<file path="config.mk">
export PLATFORM = sky130hd
export DESIGN_NAME = line_sensor_pid_differential_drive_core
export DESIGN_NICKNAME = d
export VERILOG_FILES = /design/src/rtl/lsp_pkg.sv /design/src/rtl/line_sensor_pid_differential_drive_core.sv
export VERILOG_INCLUDE_DIRS = /design/src /design/src/rtl
export SDC_FILE = /design/constraint.sdc
export NUM_CORES = 1
export LEC_CHECK = 0
export BUFFER_PORTS_ARGS = -buffer_cell sky130_fd_sc_hd__buf_4
export CORE_AREA = 2 2 289 291
export DETAILED_ROUTE_END_ITERATION = 16
export DIE_AREA = 0 0 291 293
export SETUP_SLACK_MARGIN = 0.05
export SLEW_MARGIN = 5
export SYNTH_ARGS = -nofsm -noshare
export SYNTH_HDL_FRONTEND = slang
export SYNTH_SLANG_ARGS = --single-unit
</file>
<file path="constraint.sdc">
create_clock -name clk -period 9.9 [get_ports clk]
set_input_delay 0.99 -clock clk [delete_from_list [all_inputs] [get_ports clk]]
set_output_delay 0.99 -clock clk [all_outputs]
set_load 0.01 [all_outputs]
</file>
<file path="src/rtl/assert_macros.svh">
// Assertion macros for the RTL. Define ASSERT_OFF to compile them out.
`ifndef ASSERT_MACROS_SVH
`define ASSERT_MACROS_SVH

`ifndef ASSERT_OFF
`define ASSERT_RST(name, clk, rst_n, prop) \
  name: assert property (@(posedge clk) disable iff (!rst_n) prop) else $error("assertion failed");
`define ASSERT_CLK(name, clk, prop) \
  name: assert property (@(posedge clk) prop) else $error("assertion failed");
`else
`define ASSERT_RST(name, clk, rst_n, prop)
`define ASSERT_CLK(name, clk, prop)
`endif

`endif

</file>
<file path="src/rtl/lsp_pkg.sv">
package lsp_pkg;

  localparam int SENSOR_COUNT_DEF = 8;
  localparam int SENSOR_MAX       = 16;
  localparam int SENSOR_W         = 8;
  localparam int SENSOR_PITCH     = 30;
  localparam int LINE_CENTER      = 105;
  localparam int ERR_MAX          = 127;

  localparam int GAIN_W   = 16;
  localparam int Q_FRAC   = 8;
  localparam int MUL_IN_W = 14;
  localparam int MAG_W    = 13;
  localparam int PROD_W   = GAIN_W + MAG_W;
  localparam int PMAG_W   = PROD_W - Q_FRAC;
  localparam int ACC_W    = 24;
  localparam int MIX_W    = 13;
  localparam int UPC_W    = 4;
  localparam int CFG_IDX_W = 2;

  localparam logic [GAIN_W-1:0] GAIN_P_RST = 16'd512;
  localparam logic [GAIN_W-1:0] GAIN_I_RST = 16'd0;
  localparam logic [GAIN_W-1:0] GAIN_D_RST = 16'd3328;

  localparam logic signed [7:0]  INTEG_WIN = 8'sd30;
  localparam logic signed [13:0] SUM_HI    = 14'sd5000;
  localparam logic signed [13:0] SUM_LO    = -14'sd5000;
  localparam logic signed [10:0] STEER_HI  = 11'sd1023;
  localparam logic signed [10:0] STEER_LO  = -11'sd1023;
  localparam logic signed [12:0] CMD_MAX   = 13'sd255;

  localparam logic [CFG_IDX_W-1:0] REG_GAIN_P = 2'd0;
  localparam logic [CFG_IDX_W-1:0] REG_GAIN_I = 2'd1;
  localparam logic [CFG_IDX_W-1:0] REG_GAIN_D = 2'd2;

  localparam logic [1:0] DIR_BRAKE = 2'd0;
  localparam logic [1:0] DIR_FWD   = 2'd1;
  localparam logic [1:0] DIR_REV   = 2'd2;

  localparam logic [UPC_W-1:0] PC_IDLE   = 4'd0;
  localparam logic [UPC_W-1:0] PC_SCAN   = 4'd1;
  localparam logic [UPC_W-1:0] PC_DIV    = 4'd2;
  localparam logic [UPC_W-1:0] PC_ERR    = 4'd3;
  localparam logic [UPC_W-1:0] PC_MUL_P  = 4'd4;
  localparam logic [UPC_W-1:0] PC_MUL_I  = 4'd5;
  localparam logic [UPC_W-1:0] PC_MUL_D  = 4'd6;
  localparam logic [UPC_W-1:0] PC_ACC    = 4'd7;
  localparam logic [UPC_W-1:0] PC_STORE  = 4'd8;
  localparam logic [UPC_W-1:0] PC_MIX    = 4'd9;
  localparam logic [UPC_W-1:0] PC_OUT    = 4'd10;
  localparam logic [UPC_W-1:0] PC_NOLINE = 4'd11;

  typedef enum logic [3:0] {
    OP_NOP,
    OP_LOAD,
    OP_SCAN,
    OP_DIV,
    OP_ERR,
    OP_HOLD_ERR,
    OP_MUL_P,
    OP_MUL_I,
    OP_MUL_D,
    OP_STORE,
    OP_MIX,
    OP_OUT
  } op_t;

  typedef enum logic [1:0] {
    ACC_NONE,
    ACC_LOAD,
    ACC_ADD,
    ACC_SUB
  } acc_op_t;

  typedef enum logic [2:0] {
    JMP_NEXT,
    JMP_ALWAYS,
    JMP_NO_LINE,
    JMP_DIV_LOOP,
    JMP_IN_WAIT,
    JMP_OUT_WAIT
  } jump_t;

  typedef struct packed {
    op_t               op;
    acc_op_t           acc;
    jump_t             jump;
    logic [UPC_W-1:0]  target;
  } uword_t;

  typedef struct packed {
    logic [1:0] dir;
    logic [7:0] duty;
  } wheel_t;

  function automatic uword_t ucode(input logic [UPC_W-1:0] pc);
    uword_t w;
    case (pc)
      PC_IDLE:   w = '{OP_LOAD,     ACC_NONE, JMP_IN_WAIT,  PC_MIX};
      PC_SCAN:   w = '{OP_SCAN,     ACC_NONE, JMP_NO_LINE,  PC_NOLINE};
      PC_DIV:    w = '{OP_DIV,      ACC_NONE, JMP_DIV_LOOP, PC_DIV};
      PC_ERR:    w = '{OP_ERR,      ACC_NONE, JMP_NEXT,     PC_IDLE};
      PC_MUL_P:  w = '{OP_MUL_P,    ACC_NONE, JMP_NEXT,     PC_IDLE};
      PC_MUL_I:  w = '{OP_MUL_I,    ACC_LOAD, JMP_NEXT,     PC_IDLE};
      PC_MUL_D:  w = '{OP_MUL_D,    ACC_ADD,  JMP_NEXT,     PC_IDLE};
      PC_ACC:    w = '{OP_NOP,      ACC_SUB,  JMP_NEXT,     PC_IDLE};
      PC_STORE:  w = '{OP_STORE,    ACC_NONE, JMP_NEXT,     PC_IDLE};
      PC_MIX:    w = '{OP_MIX,      ACC_NONE, JMP_NEXT,     PC_IDLE};
      PC_OUT:    w = '{OP_OUT,      ACC_NONE, JMP_OUT_WAIT, PC_IDLE};
      PC_NOLINE: w = '{OP_HOLD_ERR, ACC_NONE, JMP_ALWAYS,   PC_MUL_P};
      default:   w = '{OP_NOP,      ACC_NONE, JMP_ALWAYS,   PC_IDLE};
    endcase
    return w;
  endfunction

endpackage

</file>
<file path="src/rtl/line_sensor_pid_differential_drive_core.sv">
// Channel | Direction | Handshake          | Beat contents
// in      | input     | in_valid, in_stall | in_sensor_bits, in_update, in_base_speed
// out     | output    | out_valid, out_stall | wheel commands, line error, steering
// cfg     | input     | cfg_we             | cfg_addr selects a gain, cfg_wdata its value
// A beat with update high finds the line position with the one-bit-per-cycle restoring
// divider; with no sensor active the divider is skipped. A beat with update low goes
// straight from the input step to the mixing step.
// Reset is synchronous and returns the gains to their defaults and clears the controller.
// A stalled result holds the sequencer in its output step until the result is taken.
`include "assert_macros.svh"

module line_sensor_pid_differential_drive_core #(
  parameter int SENSOR_COUNT = lsp_pkg::SENSOR_COUNT_DEF
) (
  input  logic                                clk,
  input  logic                                rst_n,
  input  logic                                in_valid,
  output logic                                in_stall,
  input  logic [7:0]                          in_sensor_bits,
  input  logic                                in_update,
  input  logic [7:0]                          in_base_speed,
  output logic                                out_valid,
  input  logic                                out_stall,
  output logic [1:0]                          out_left_dir,
  output logic [7:0]                          out_left_duty,
  output logic [1:0]                          out_right_dir,
  output logic [7:0]                          out_right_duty,
  output logic signed [7:0]                   out_line_error,
  output logic signed [10:0]                  out_steer_out,
  input  logic                                cfg_we,
  input  logic [lsp_pkg::CFG_IDX_W-1:0]       cfg_addr,
  input  logic [lsp_pkg::GAIN_W-1:0]          cfg_wdata
);

  localparam int WSUM_MAX = lsp_pkg::SENSOR_PITCH * SENSOR_COUNT * (SENSOR_COUNT - 1) / 2;
  localparam int WSUM_W   = $clog2(WSUM_MAX + 1);
  localparam int CNT_W    = $clog2(SENSOR_COUNT + 1);
  localparam int DCNT_W   = $clog2(WSUM_W);
  localparam int DIFF_W   = ((WSUM_W > 8) ? WSUM_W : 8) + 2;

  localparam logic signed [DIFF_W-1:0] ERR_HI = $signed(DIFF_W'(lsp_pkg::ERR_MAX));
  localparam logic signed [DIFF_W-1:0] ERR_LO = -ERR_HI - $signed(DIFF_W'(1));
  localparam logic signed [DIFF_W-1:0] CENTER = $signed(DIFF_W'(lsp_pkg::LINE_CENTER));

  lsp_pkg::uword_t uw;

  logic [lsp_pkg::UPC_W-1:0]   pc_r, pc_nxt;
  logic [7:0]                  bits_r, bits_nxt;
  logic [7:0]                  base_r, base_nxt;
  logic [CNT_W-1:0]            cnt_r, cnt_nxt;
  logic [CNT_W-1:0]            rem_r, rem_nxt;
  logic [WSUM_W-1:0]           quo_r, quo_nxt;
  logic [DCNT_W-1:0]           div_cnt_r, div_cnt_nxt;
  logic signed [7:0]           err_r, err_nxt;
  logic signed [7:0]           prev_r, prev_nxt;
  logic signed [13:0]          sum_r, sum_nxt;
  logic [lsp_pkg::PMAG_W-1:0]  prod_mag_r, prod_mag_nxt;
  logic                        prod_neg_r, prod_neg_nxt;
  logic signed [lsp_pkg::ACC_W-1:0] acc_r, acc_nxt;
  logic signed [10:0]          steer_r, steer_nxt;
  logic signed [lsp_pkg::MIX_W-1:0] left_r, left_nxt;
  logic signed [lsp_pkg::MIX_W-1:0] right_r, right_nxt;
  logic [lsp_pkg::GAIN_W-1:0]  gain_p_r, gain_p_nxt;
  logic [lsp_pkg::GAIN_W-1:0]  gain_i_r, gain_i_nxt;
  logic [lsp_pkg::GAIN_W-1:0]  gain_d_r, gain_d_nxt;
  logic                        out_valid_r, out_valid_nxt;
  lsp_pkg::wheel_t             out_left_r, out_left_nxt;
  lsp_pkg::wheel_t             out_right_r, out_right_nxt;
  logic signed [7:0]           out_err_r, out_err_nxt;
  logic signed [10:0]          out_steer_r, out_steer_nxt;

  logic                        in_fire;
  logic                        slot_free;
  logic [lsp_pkg::SENSOR_MAX-1:0] bits_ext;
  logic [CNT_W-1:0]            cnt_comb;
  logic [WSUM_W-1:0]           wsum_comb;
  logic [CNT_W:0]              trial;
  logic                        trial_ge;
  logic signed [DIFF_W-1:0]    pos_diff;
  logic signed [7:0]           err_sat;
  logic                        integ_en;
  logic signed [14:0]          sum_ext;
  logic signed [13:0]          sum_sat;
  logic signed [8:0]           err_diff;
  logic [lsp_pkg::GAIN_W-1:0]  mul_gain;
  logic signed [lsp_pkg::MUL_IN_W-1:0] mul_in;
  logic [lsp_pkg::MUL_IN_W-1:0] mul_abs;
  logic [lsp_pkg::PROD_W-1:0]  prod_full;
  logic signed [lsp_pkg::ACC_W-1:0] prod_s;
  logic signed [10:0]          steer_sat;
  logic signed [lsp_pkg::MIX_W-1:0] ang, bse, base_a, base_b;

  function automatic lsp_pkg::wheel_t drive_f(input logic signed [lsp_pkg::MIX_W-1:0] cmd);
    lsp_pkg::wheel_t w;
    logic signed [lsp_pkg::MIX_W-1:0] mag;
    mag = -cmd;
    if (cmd == '0) begin
      w.dir  = lsp_pkg::DIR_BRAKE;
      w.duty = 8'd0;
    end else if (!cmd[lsp_pkg::MIX_W-1]) begin
      w.dir  = lsp_pkg::DIR_FWD;
      w.duty = (cmd > lsp_pkg::CMD_MAX) ? 8'hFF : cmd[7:0];
    end else begin
      w.dir  = lsp_pkg::DIR_REV;
      w.duty = (mag > lsp_pkg::CMD_MAX) ? 8'hFF : mag[7:0];
    end
    return w;
  endfunction

  assign uw        = lsp_pkg::ucode(pc_r);
  assign in_stall  = (pc_r != lsp_pkg::PC_IDLE);
  assign in_fire   = in_valid && !in_stall;
  assign slot_free = !out_valid_r || !out_stall;

  assign bits_ext = {{(lsp_pkg::SENSOR_MAX - lsp_pkg::SENSOR_W){1'b0}}, bits_r};

  always_comb begin
    cnt_comb  = '0;
    wsum_comb = '0;
    for (int j = 0; j < SENSOR_COUNT; j++) begin
      if (bits_ext[SENSOR_COUNT-1-j]) begin
        cnt_comb  = cnt_comb + CNT_W'(1);
        wsum_comb = wsum_comb + WSUM_W'(j * lsp_pkg::SENSOR_PITCH);
      end
    end
  end

  assign trial    = {rem_r, quo_r[WSUM_W-1]};
  assign trial_ge = (trial >= {1'b0, cnt_r});

  assign pos_diff = $signed({{(DIFF_W - WSUM_W){1'b0}}, quo_r}) - CENTER;
  assign err_sat  = (pos_diff > ERR_HI) ? ERR_HI[7:0] :
                    (pos_diff < ERR_LO) ? ERR_LO[7:0] : pos_diff[7:0];

  assign integ_en = (err_r > -lsp_pkg::INTEG_WIN) && (err_r < lsp_pkg::INTEG_WIN);
  assign sum_ext  = 15'(sum_r) + 15'(err_r);
  assign sum_sat  = (sum_ext > lsp_pkg::SUM_HI) ? lsp_pkg::SUM_HI :
                    (sum_ext < lsp_pkg::SUM_LO) ? lsp_pkg::SUM_LO : sum_ext[13:0];

  assign err_diff = 9'(prev_r) - 9'(err_r);

  always_comb begin
    case (uw.op)
      lsp_pkg::OP_MUL_I: begin
        mul_gain = gain_i_r;
        mul_in   = sum_r;
      end
      lsp_pkg::OP_MUL_D: begin
        mul_gain = gain_d_r;
        mul_in   = 14'(err_diff);
      end
      default: begin
        mul_gain = gain_p_r;
        mul_in   = 14'(err_r);
      end
    endcase
  end

  assign mul_abs   = mul_in[lsp_pkg::MUL_IN_W-1] ? 14'(-mul_in) : 14'(mul_in);
  assign prod_full = lsp_pkg::PROD_W'(mul_gain) *
                     lsp_pkg::PROD_W'(mul_abs[lsp_pkg::MAG_W-1:0]);

  assign prod_s = prod_neg_r ?
                  -$signed({{(lsp_pkg::ACC_W - lsp_pkg::PMAG_W){1'b0}}, prod_mag_r}) :
                   $signed({{(lsp_pkg::ACC_W - lsp_pkg::PMAG_W){1'b0}}, prod_mag_r});

  assign steer_sat = (acc_r > lsp_pkg::STEER_HI) ? lsp_pkg::STEER_HI :
                     (acc_r < lsp_pkg::STEER_LO) ? lsp_pkg::STEER_LO : acc_r[10:0];

  // Lower the base so the outer wheel stays at full duty.
  assign ang    = 13'(steer_r);
  assign bse    = $signed({5'b0, base_r});
  assign base_a = (bse + ang > lsp_pkg::CMD_MAX) ? lsp_pkg::CMD_MAX - ang : bse;
  assign base_b = (base_a - ang > lsp_pkg::CMD_MAX) ? lsp_pkg::CMD_MAX + ang : base_a;

  always_comb begin
    pc_nxt        = pc_r;
    bits_nxt      = bits_r;
    base_nxt      = base_r;
    cnt_nxt       = cnt_r;
    rem_nxt       = rem_r;
    quo_nxt       = quo_r;
    div_cnt_nxt   = div_cnt_r;
    err_nxt       = err_r;
    prev_nxt      = prev_r;
    sum_nxt       = sum_r;
    prod_mag_nxt  = prod_mag_r;
    prod_neg_nxt  = prod_neg_r;
    acc_nxt       = acc_r;
    steer_nxt     = steer_r;
    left_nxt      = left_r;
    right_nxt     = right_r;
    gain_p_nxt    = gain_p_r;
    gain_i_nxt    = gain_i_r;
    gain_d_nxt    = gain_d_r;
    out_valid_nxt = out_valid_r;
    out_left_nxt  = out_left_r;
    out_right_nxt = out_right_r;
    out_err_nxt   = out_err_r;
    out_steer_nxt = out_steer_r;

    if (cfg_we) begin
      case (cfg_addr)
        lsp_pkg::REG_GAIN_P: gain_p_nxt = cfg_wdata;
        lsp_pkg::REG_GAIN_I: gain_i_nxt = cfg_wdata;
        lsp_pkg::REG_GAIN_D: gain_d_nxt = cfg_wdata;
        default: ;
      endcase
    end

    if (out_valid_r && !out_stall) begin
      out_valid_nxt = 1'b0;
    end

    case (uw.op)
      lsp_pkg::OP_LOAD: begin
        if (in_fire) begin
          bits_nxt = in_sensor_bits;
          base_nxt = in_base_speed;
        end
      end
      lsp_pkg::OP_SCAN: begin
        cnt_nxt     = cnt_comb;
        quo_nxt     = wsum_comb;
        rem_nxt     = '0;
        div_cnt_nxt = DCNT_W'(WSUM_W - 1);
      end
      lsp_pkg::OP_DIV: begin
        rem_nxt     = trial_ge ? CNT_W'(trial - {1'b0, cnt_r}) : trial[CNT_W-1:0];
        quo_nxt     = {quo_r[WSUM_W-2:0], trial_ge};
        div_cnt_nxt = div_cnt_r - DCNT_W'(1);
      end
      lsp_pkg::OP_ERR: begin
        err_nxt = err_sat;
      end
      lsp_pkg::OP_HOLD_ERR: begin
        err_nxt = prev_r;
      end
      lsp_pkg::OP_MUL_P: begin
        prod_mag_nxt = prod_full[lsp_pkg::PROD_W-1:lsp_pkg::Q_FRAC];
        prod_neg_nxt = mul_in[lsp_pkg::MUL_IN_W-1];
        if (integ_en) begin
          sum_nxt = sum_sat;
        end
      end
      lsp_pkg::OP_MUL_I, lsp_pkg::OP_MUL_D: begin
        prod_mag_nxt = prod_full[lsp_pkg::PROD_W-1:lsp_pkg::Q_FRAC];
        prod_neg_nxt = mul_in[lsp_pkg::MUL_IN_W-1];
      end
      lsp_pkg::OP_STORE: begin
        steer_nxt = steer_sat;
        prev_nxt  = err_r;
      end
      lsp_pkg::OP_MIX: begin
        left_nxt  = base_b + ang;
        right_nxt = base_b - ang;
      end
      lsp_pkg::OP_OUT: begin
        if (slot_free) begin
          out_valid_nxt = 1'b1;
          out_left_nxt  = drive_f(left_r);
          out_right_nxt = drive_f(right_r);
          out_err_nxt   = prev_r;
          out_steer_nxt = steer_r;
        end
      end
      default: ;
    endcase

    case (uw.acc)
      lsp_pkg::ACC_LOAD: acc_nxt = prod_s;
      lsp_pkg::ACC_ADD:  acc_nxt = acc_r + prod_s;
      lsp_pkg::ACC_SUB:  acc_nxt = acc_r - prod_s;
      default: ;
    endcase

    case (uw.jump)
      lsp_pkg::JMP_NEXT:     pc_nxt = pc_r + lsp_pkg::UPC_W'(1);
      lsp_pkg::JMP_ALWAYS:   pc_nxt = uw.target;
      lsp_pkg::JMP_NO_LINE:  pc_nxt = (cnt_comb == '0) ? uw.target
                                                        : pc_r + lsp_pkg::UPC_W'(1);
      lsp_pkg::JMP_DIV_LOOP: pc_nxt = (div_cnt_r != '0) ? uw.target
                                                         : pc_r + lsp_pkg::UPC_W'(1);
      lsp_pkg::JMP_IN_WAIT: begin
        if (!in_fire) begin
          pc_nxt = pc_r;
        end else if (in_update) begin
          pc_nxt = pc_r + lsp_pkg::UPC_W'(1);
        end else begin
          pc_nxt = uw.target;
        end
      end
      lsp_pkg::JMP_OUT_WAIT: pc_nxt = slot_free ? uw.target : pc_r;
      default:               pc_nxt = lsp_pkg::PC_IDLE;
    endcase
  end

  always_ff @(posedge clk) begin
    if (!rst_n) begin
      pc_r        <= lsp_pkg::PC_IDLE;
      out_valid_r <= 1'b0;
      gain_p_r    <= lsp_pkg::GAIN_P_RST;
      gain_i_r    <= lsp_pkg::GAIN_I_RST;
      gain_d_r    <= lsp_pkg::GAIN_D_RST;
      prev_r      <= '0;
      sum_r       <= '0;
      steer_r     <= '0;
    end else begin
      pc_r        <= pc_nxt;
      out_valid_r <= out_valid_nxt;
      gain_p_r    <= gain_p_nxt;
      gain_i_r    <= gain_i_nxt;
      gain_d_r    <= gain_d_nxt;
      prev_r      <= prev_nxt;
      sum_r       <= sum_nxt;
      steer_r     <= steer_nxt;
      bits_r      <= bits_nxt;
      base_r      <= base_nxt;
      cnt_r       <= cnt_nxt;
      rem_r       <= rem_nxt;
      quo_r       <= quo_nxt;
      div_cnt_r   <= div_cnt_nxt;
      err_r       <= err_nxt;
      prod_mag_r  <= prod_mag_nxt;
      prod_neg_r  <= prod_neg_nxt;
      acc_r       <= acc_nxt;
      left_r      <= left_nxt;
      right_r     <= right_nxt;
      out_left_r  <= out_left_nxt;
      out_right_r <= out_right_nxt;
      out_err_r   <= out_err_nxt;
      out_steer_r <= out_steer_nxt;
    end
  end

  assign out_valid      = out_valid_r;
  assign out_left_dir   = out_left_r.dir;
  assign out_left_duty  = out_left_r.duty;
  assign out_right_dir  = out_right_r.dir;
  assign out_right_duty = out_right_r.duty;
  assign out_line_error = out_err_r;
  assign out_steer_out  = out_steer_r;

  `ASSERT_CLK(a_reset_idle, clk, !rst_n |=> (pc_r == lsp_pkg::PC_IDLE && !out_valid_r))
  `ASSERT_RST(a_steer_range, clk, rst_n, (steer_r <= lsp_pkg::STEER_HI && steer_r >= lsp_pkg::STEER_LO))
  `ASSERT_RST(a_hold_goes_mix, clk, rst_n, (in_valid && !in_stall && !in_update) |=> (pc_r == lsp_pkg::PC_MIX))
  `ASSERT_RST(a_result_from_out, clk, rst_n, $rose(out_valid_r) |-> ($past(pc_r) == lsp_pkg::PC_OUT))

endmodule
</file>
==> results of run 1 <==
[cell usage in the layout (no fill, tap or decap), types with 7 or more instances in the layout]
master,n
edfxtp_1,156
o22ai_1,7
and3_1,15
and2_1,50
nor3_1,55
nand2_1,408
o31ai_1,17
a211o_1,7
nor4_1,22
nand3_1,52
dfxtp_1,97
xnor2_1,98
a31oi_1,33
buf_4,104
nand3b_1,7
inv_1,317
or4_1,11
nor2_1,174
clkbuf_16,34
a221o_1,10
or2_2,10
a21boi_0,66
mux2_2,12
o211ai_1,10
ha_1,198
xor2_1,72
a21o_1,34
a41oi_1,7
o21ai_0,112
nand2b_1,34
nand4_1,19
o21bai_1,11
a21oi_1,127
a211oi_1,16
fa_1,161
o21a_1,32
nor2b_1,49
o31a_1,9
or3_1,23
mux2i_1,15
[registers in the layout, summed over array words and instances, names as in the netlist, 10 cells and up]
| signal | cells |
|---|---|
| left_r | 13 |
| acc_r | 24 |
| steer_r | 11 |
| gain_p_r | 16 |
| right_r | 12 |
| out_steer_out | 11 |
| prod_mag_r | 21 |
| uw | 11 |
| sum_r | 14 |
| gain_d_r | 16 |
| quo_r | 10 |
| gain_i_r | 16 |
[layer usage]
metal	track usage, %	wire [um]	vias to the layer above
li1	-	-	9695
met1	19.3	28800	9317
met2	23.9	28100	384
met3	1.99	2620	91
met4	4.02	1500	0
met5	0	0	-
[cell families (layout without fill, tap and decap cells)]
| kind of cell | count (synthesis) | in the layout |
|---|---|---|
| compound gates | 591 | 591 |
| xor+xnor | 177 | 177 |
| fa+ha+maj | 360 | 360 |
| buf+inv | 426 | 484 |
| flops | 253 | 253 |
| mux | 27 | 27 |
| simple gates | 967 | 967 |
[worst max-delay path: cells and delay by family (launching register included)]
| family | cells | cell delay [ns] |
|---|---|---|
| adder cells (fa/ha/maj) | 7 | 3.23 |
| AND/OR/NAND/NOR | 9 | 2.17 |
| AO/OA/AOI/OAI | 8 | 1.76 |
| buffers and inverters | 5 | 0.60 |
| XOR/XNOR | 1 | 0.56 |
| flip-flops | 1 | 0.50 |
[worst max-delay path by stage]
stage | startpoint | to | cells past startpoint
finish | err_r[1]$_DFFE_PP_ | prod_mag_r[20]$_DFFE_PP_ | 30
global route | err_r[0]$_DFFE_PP_ | prod_mag_r[20]$_DFFE_PP_ | 30
CTS | err_r[1]$_DFFE_PP_ | prod_mag_r[20]$_DFFE_PP_ | 30
detailed placement | err_r[1]$_DFFE_PP_ | prod_mag_r[20]$_DFFE_PP_ | 30
global placement | err_r[1]$_DFFE_PP_ | prod_mag_r[20]$_DFFE_PP_ | 30
floorplan | err_r[1]$_DFFE_PP_ | prod_mag_r[20]$_DFFE_PP_ | 34
[stage by stage]
stage | setup slack, ns | util [%] | area, sq um
floorplan | 1.64 | - | 24500
global placement | 1.08 | 32.1 | 26200
detailed placement | 0.957 | 32.1 | 26200
CTS | 0.951 | 33.4 | 27400
global route | 0.392 | 33.4 | 27400
finish | 0.907 | 33.4 | 27400
[power by group through the flow]
stage               sequential, mW  combinational (mW)  clock [mW]
CTS                           1.43                2.18        1.26
detailed placement            1.45                2.16           0
floorplan                     1.38                1.71           0
global route                  1.44                2.48        1.30
global placement              1.45                2.14           0
finish                        1.43                2.16        1.22
[layout make-up]
class,instances,area (sq um)
fillers,8492,54500
multi-input cells,2122,16300
flip-flops and latches,253,6630
well taps,1070,1340
inverters,319,1200
clock buffers,42,901
repair buffers,104,781
clock inverters,19,211
==> impl_metrics.py, run 1 <==
metrics = {
    "power_and_ir_drop": {
        "combPwrFrac_pct": 45.0,
        "seqPwrFrac_pct": 29.7,
        "pwr_density_cell_nw_per_um2": 176,
        "p_total_mw": 4.81,
        "p_int_mw": 2.91,
        "power.leakage_nw": 11.4,
        "irDropWorstVdd_uv": 102,
        "sw_frac_of_total_pct": 39.6,
        "p_sw_mw": 1.90,
        "clock_power_share_pct": 25.4,
    },
    "hold_path": {
        "min_to": "gain_i_r[11]$_SDFFE_PN0P_",
        "min-delay-start": "gain_i_r[11]$_SDFFE_PN0P_",
        "hp-class": "reg2reg",
        "min_path_cells": 2,
    },
    "sta": {
        "fin_tns_setup_ns": 0,
        "skew_ns": 0.0329,
        "hold_violations": 0,
        "setup_viol": 0,
        "layout_min_cycle_time_ns": 8.99,
        "worstMarginPinSlew_ns": 1.21,
        "timing.hold.ws_ns": 0.458,
        "rsz0062_at_grt": "no",
        "max_slew_margin_pct": 18.3,
        "finalMaxSlewViolations": 0,
        "min_period_over_period_pct": 90.8,
        "fmax_mhz": 111,
    },
    "finish": {
        "syn_to_final_growth_pct": 11.6,
        "layout-drive-gt1-share_pct": 7.49,
        "insertedDiodeCount": 0,
        "fin_cells": 3929,
        "final_nets": 3233,
    },
    "placed_design": {
        "hpwlAfterDp_mm": 47.9,
        "place_congestion": 0.878,
        "port_buffers": 80,
        "place_inst": 3868,
    },
    "die": {
        "start_util_pct": 29.9,
        "rows": 105,
        "io_pins": 81,
        "core_area_sq_um": 81800,
        "die_h_um": 293,
        "dieArea_sq_um": 85300,
        "die-width_um": 291,
    },
    "worst_setup_path": {
        "crit_fanout": 11,
        "r2r_start": "err_r[1]$_DFFE_PP_",
        "criticalPathCategory": "reg2reg",
        "worstPathRequired_ns": 10.30,
        "path_common_cell": "fa_1",
        "reg2reg_to": "prod_mag_r[20]$_DFFE_PP_",
        "cp.arrival_ns": 9.40,
        "startpoint_type": "flip-flop",
        "reg2reg_slack_ns": 0.91,
        "crit_path_max_incr_delay_ns": 0.56,
        "r2r_cells": 30,
        "cpMaxStageDelayCell": "xnor2_1",
        "end_kind": "flip-flop",
    },
    "yosys": {
        "synthMuxAreaShare_pct": 1.16,
        "synthXorXnorAreaFrac_pct": 6.65,
        "syn_avg_cell_area_sq_um": 8.75,
        "synth-compound-area-share_pct": 16.6,
        "synth_seq_cells": 253,
        "synth_common_cells": "408 x nand2_1, 317 x inv_1, 198 x ha_1",
        "yosys_warnings": 0,
        "synth_ff_type": "edfxtp_1",
        "synth_top_family_by_area": "adder cells",
        "async_flop_share_pct": 0,
        "syn_inst": 2801,
        "ys_seq_area_share_pct": 27.0,
        "netlist.top_cell.by_area": "edfxtp_1",
        "synth_top_area_share_pct": 19.1,
        "synth_cell_type_count": 98,
        "synth_area_sq_um": 24500,
        "post-synth-top-count-cell": "nand2_1",
        "synthTopCellsByArea": "edfxtp_1 19%, fa_1 13%, ha_1 10%, dfxtp_1 7.9%, nand2_1 6.2%",
        "synthSimpleGateAreaFrac_pct": 18.7,
        "synth_fa_ha_area_share_pct": 23.3,
        "synth.net_count": 3200,
        "synth_edf_count": 156,
    },
    "clock_tree": {
        "cts_tree": "done",
        "clkTransAtPathRegs_ns": 0.06,
        "cts_inserted_buffers": 34,
        "cts_buffer_depth": 3,
        "cts_setup_buffers": 0,
        "clk_latency_ns": 0.57,
        "cts_hold_buf": 0,
        "cts_max_level": 2,
        "cts.root.buffer_cell": "clkbuf_16",
        "cts.sinks": 253,
        "cts_resized": 0,
    },
    "global_routing": {
        "grt_overflow": 0,
        "grt_use_total_pct": 14.3,
        "antenna_found_initial": 0,
        "grt_pass1_wl_mm": 100,
        "first_global_vias": 19100,
        "grt_max_degree": 71,
    },
    "detailed_routing": {
        "first_iter_violations": 1060,
        "routedWlPerCell_um": 15.5,
        "viasPerCell": 4.96,
        "drt_wl_total_mm": 61.0,
        "drc": 0,
        "vias": 19500,
        "antenna_left": 0,
        "firstDrtPassIters": 7,
    },
    "run_status": {
        "status": "completed",
    },
    "run": {
        "drv_cap": 0,
    },
}
(Power assumes the default switching activity.)
==> inputs of run 2 (changes only) <==
PLACE_DENSITY = 0.52   (was default)
==> run 2 against run 1 <==
Register-to-register slack improved by 0.05 ns. Die area did not move. Combinational power barely moved. Non-clock buffer count rose by 2.
==> impl_metrics.py, run 2 (synthesis gave the netlist of run 1 again) <==
metrics = {
    "sta": {
        "layout_min_cycle_time_ns": 8.94,
        "min_period_over_period_pct": 90.3,
        "fmax_mhz": 112,
        "rsz0062_at_grt": "no",
        "timing.hold.ws_ns": 0.458,
        "setup_viol": 0,
        "skew_ns": 0.0391,
        "max_slew_margin_pct": 22.2,
        "hold_violations": 0,
        "worstMarginPinSlew_ns": 1.17,
        "fin_tns_setup_ns": 0,
        "finalMaxSlewViolations": 0,
    },
    "placed_design": {
        "hpwlAfterDp_mm": 48.5,
        "port_buffers": 80,
        "place_congestion": 0.826,
    },
    "finish": {
        "syn_to_final_growth_pct": 11.6,
        "mostFrequentLayoutCell": "nand2_1",
        "top_regs": "acc_r x24, prod_mag_r x21",
        "insertedDiodeCount": 0,
        "seq_area_sq_um": 6630,
        "largest_reg_flops": 24,
        "layout-drive-gt1-share_pct": 7.37,
        "multi_input_area_sq_um": 16300,
        "regMostFlops": "acc_r",
        "mostFrequentLayoutCells": "408 x nand2_1, 317 x inv_1, 198 x ha_1",
        "final_nets": 3236,
        "final_util_pct": 33.4,
        "fill_cells": 8519,
    },
    "worst_setup_path": {
        "worstPathRequired_ns": 10.32,
        "crit_path_max_incr_delay_ns": 0.55,
        "r2r_cells": 33,
        "cpMaxStageDelayCell": "fa_1",
        "startpoint_type": "flip-flop",
        "criticalPathCategory": "reg2reg",
        "crit_fanout": 14,
        "reg2reg_to": "prod_mag_r[20]$_DFFE_PP_",
        "reg2reg_slack_ns": 0.96,
        "end_kind": "flip-flop",
        "path_common_cell": "inv_1",
        "r2r_start": "err_r[1]$_DFFE_PP_",
        "cp.arrival_ns": 9.36,
    },
    "clock_tree": {
        "cts_setup_buffers": 0,
        "cts_tree": "done",
        "cts_max_level": 2,
        "clk_latency_ns": 0.55,
        "cts_inserted_buffers": 35,
        "clkTransAtPathRegs_ns": 0.05,
        "cts_hold_buf": 0,
        "cts_resized": 0,
        "cts.sinks": 253,
        "cts_buffer_depth": 3,
        "cts.root.buffer_cell": "clkbuf_16",
    },
    "global_routing": {
        "grt_util_met3_pct": 1.70,
        "antenna_found_initial": 0,
        "grt_max_degree": 54,
        "grt_most_used_layer": "met2",
        "grt.met2_usage_pct": 24.0,
        "grt_use_total_pct": 14.4,
        "grt_pass1_wl_mm": 101,
        "grt_overflow": 0,
        "met1_usage_pct": 19.9,
        "first_global_vias": 19000,
    },
    "power_and_ir_drop": {
        "power.leakage_nw": 11.4,
        "irDropWorstVdd_uv": 102,
        "pwr_density_cell_nw_per_um2": 175,
    },
    "hold_path": {
        "min_to": "out_line_error[0]$_DFFE_PP_",
        "hp-class": "reg2reg",
        "min_path_cells": 0,
        "min-delay-start": "prev_r[0]$_SDFFE_PN0N_",
    },
    "die": {
        "die_h_um": 293,
        "die-width_um": 291,
        "core_area_sq_um": 81800,
        "io_pins": 81,
        "rows": 105,
        "start_util_pct": 29.9,
        "dieArea_sq_um": 85300,
    },
    "run": {
        "drv_cap": 0,
    },
    "detailed_routing": {
        "viasPerCell": 4.85,
        "routedWlPerCell_um": 15.7,
        "firstDrtPassIters": 5,
        "first_iter_violations": 1066,
        "vias": 19100,
        "drt_wl_total_mm": 61.8,
        "antenna_left": 0,
        "drc": 0,
    },
    "run_status": {
        "status": "completed",
    },
}
[run 2: cell count changes in the layout (fill, tap and decap cells not counted), sizes merged]
cell / delta
buf: +2
inv: +1
clkinv: -5
bufinv: -1
clkbuf: +8
clkinvlp: -1
[run 2: area by class of cell]
| type | count | area share (%) |
|---|---|---|
| Timing Repair Buffer | 106 | 2.91 |
| Clock buffer | 50 | 3.52 |
| Sequential cell | 253 | 24.2 |
| Multi-Input combinational cell | 2122 | 59.6 |
| Inverter | 319 | 4.38 |
| Tap cell | 1070 | 4.90 |
| Clock inverter | 13 | 0.444 |
[run 2: per-layer routing]
| layer | wire length [um] | part of all wire, % |
|---|---|---|
| met2 | 28100 | 46 |
| met3 | 2120 | 3.4 |
| met4 | 1340 | 2.2 |
| met1 | 30200 | 49 |
| met5 | 0 | 0 |
[run 2: report_power, final]
part           switching, mW  internal [mW]  total, mW
clock                  0.497          0.710       1.21
sequential             0.123           1.30       1.43
combinational           1.26          0.888       2.15
[run 2: worst max-delay path: cells and delay by family, from the launching register on]
| kind | cells | cell delay (ns) |
|---|---|---|
| adders and majority gates | 7 | 3.09 |
| DFF | 1 | 0.50 |
| AOI/OAI and AO/OA | 9 | 2.10 |
| buffers and inverters | 6 | 0.44 |
| and+or+nand+nor | 11 | 2.71 |
[run 2: how the worst max path moves through the flow]
stage	start	endpoint	slack, ns
4_1_cts	err_r[1]$_DFFE_PP_	prod_mag_r[20]$_DFFE_PP_	0.96
6_report	err_r[1]$_DFFE_PP_	prod_mag_r[20]$_DFFE_PP_	0.96
5_1_grt	err_r[0]$_DFFE_PP_	prod_mag_r[20]$_DFFE_PP_	0.43
2_1_floorplan	err_r[1]$_DFFE_PP_	prod_mag_r[20]$_DFFE_PP_	1.64
3_5_place_dp	err_r[1]$_DFFE_PP_	prod_mag_r[20]$_DFFE_PP_	0.96
3_3_place_gp	err_r[1]$_DFFE_PP_	prod_mag_r[20]$_DFFE_PP_	1.05
[run 2: metrics by stage]
| step | power, mW | worst slack, ns | instances | area, sq um |
|---|---|---|---|---|
| after floorplan | 3.09 | 1.64 | 2801 | 24500 |
| after global placement | 3.58 | 1.05 | 3870 | 26300 |
| after detailed placement | 3.59 | 0.959 | 3870 | 26300 |
| after CTS | 4.83 | 0.959 | 3933 | 27300 |
| after global routing | 5.17 | 0.434 | 3933 | 27300 |
| final | 4.78 | 0.956 | 3933 | 27300 |
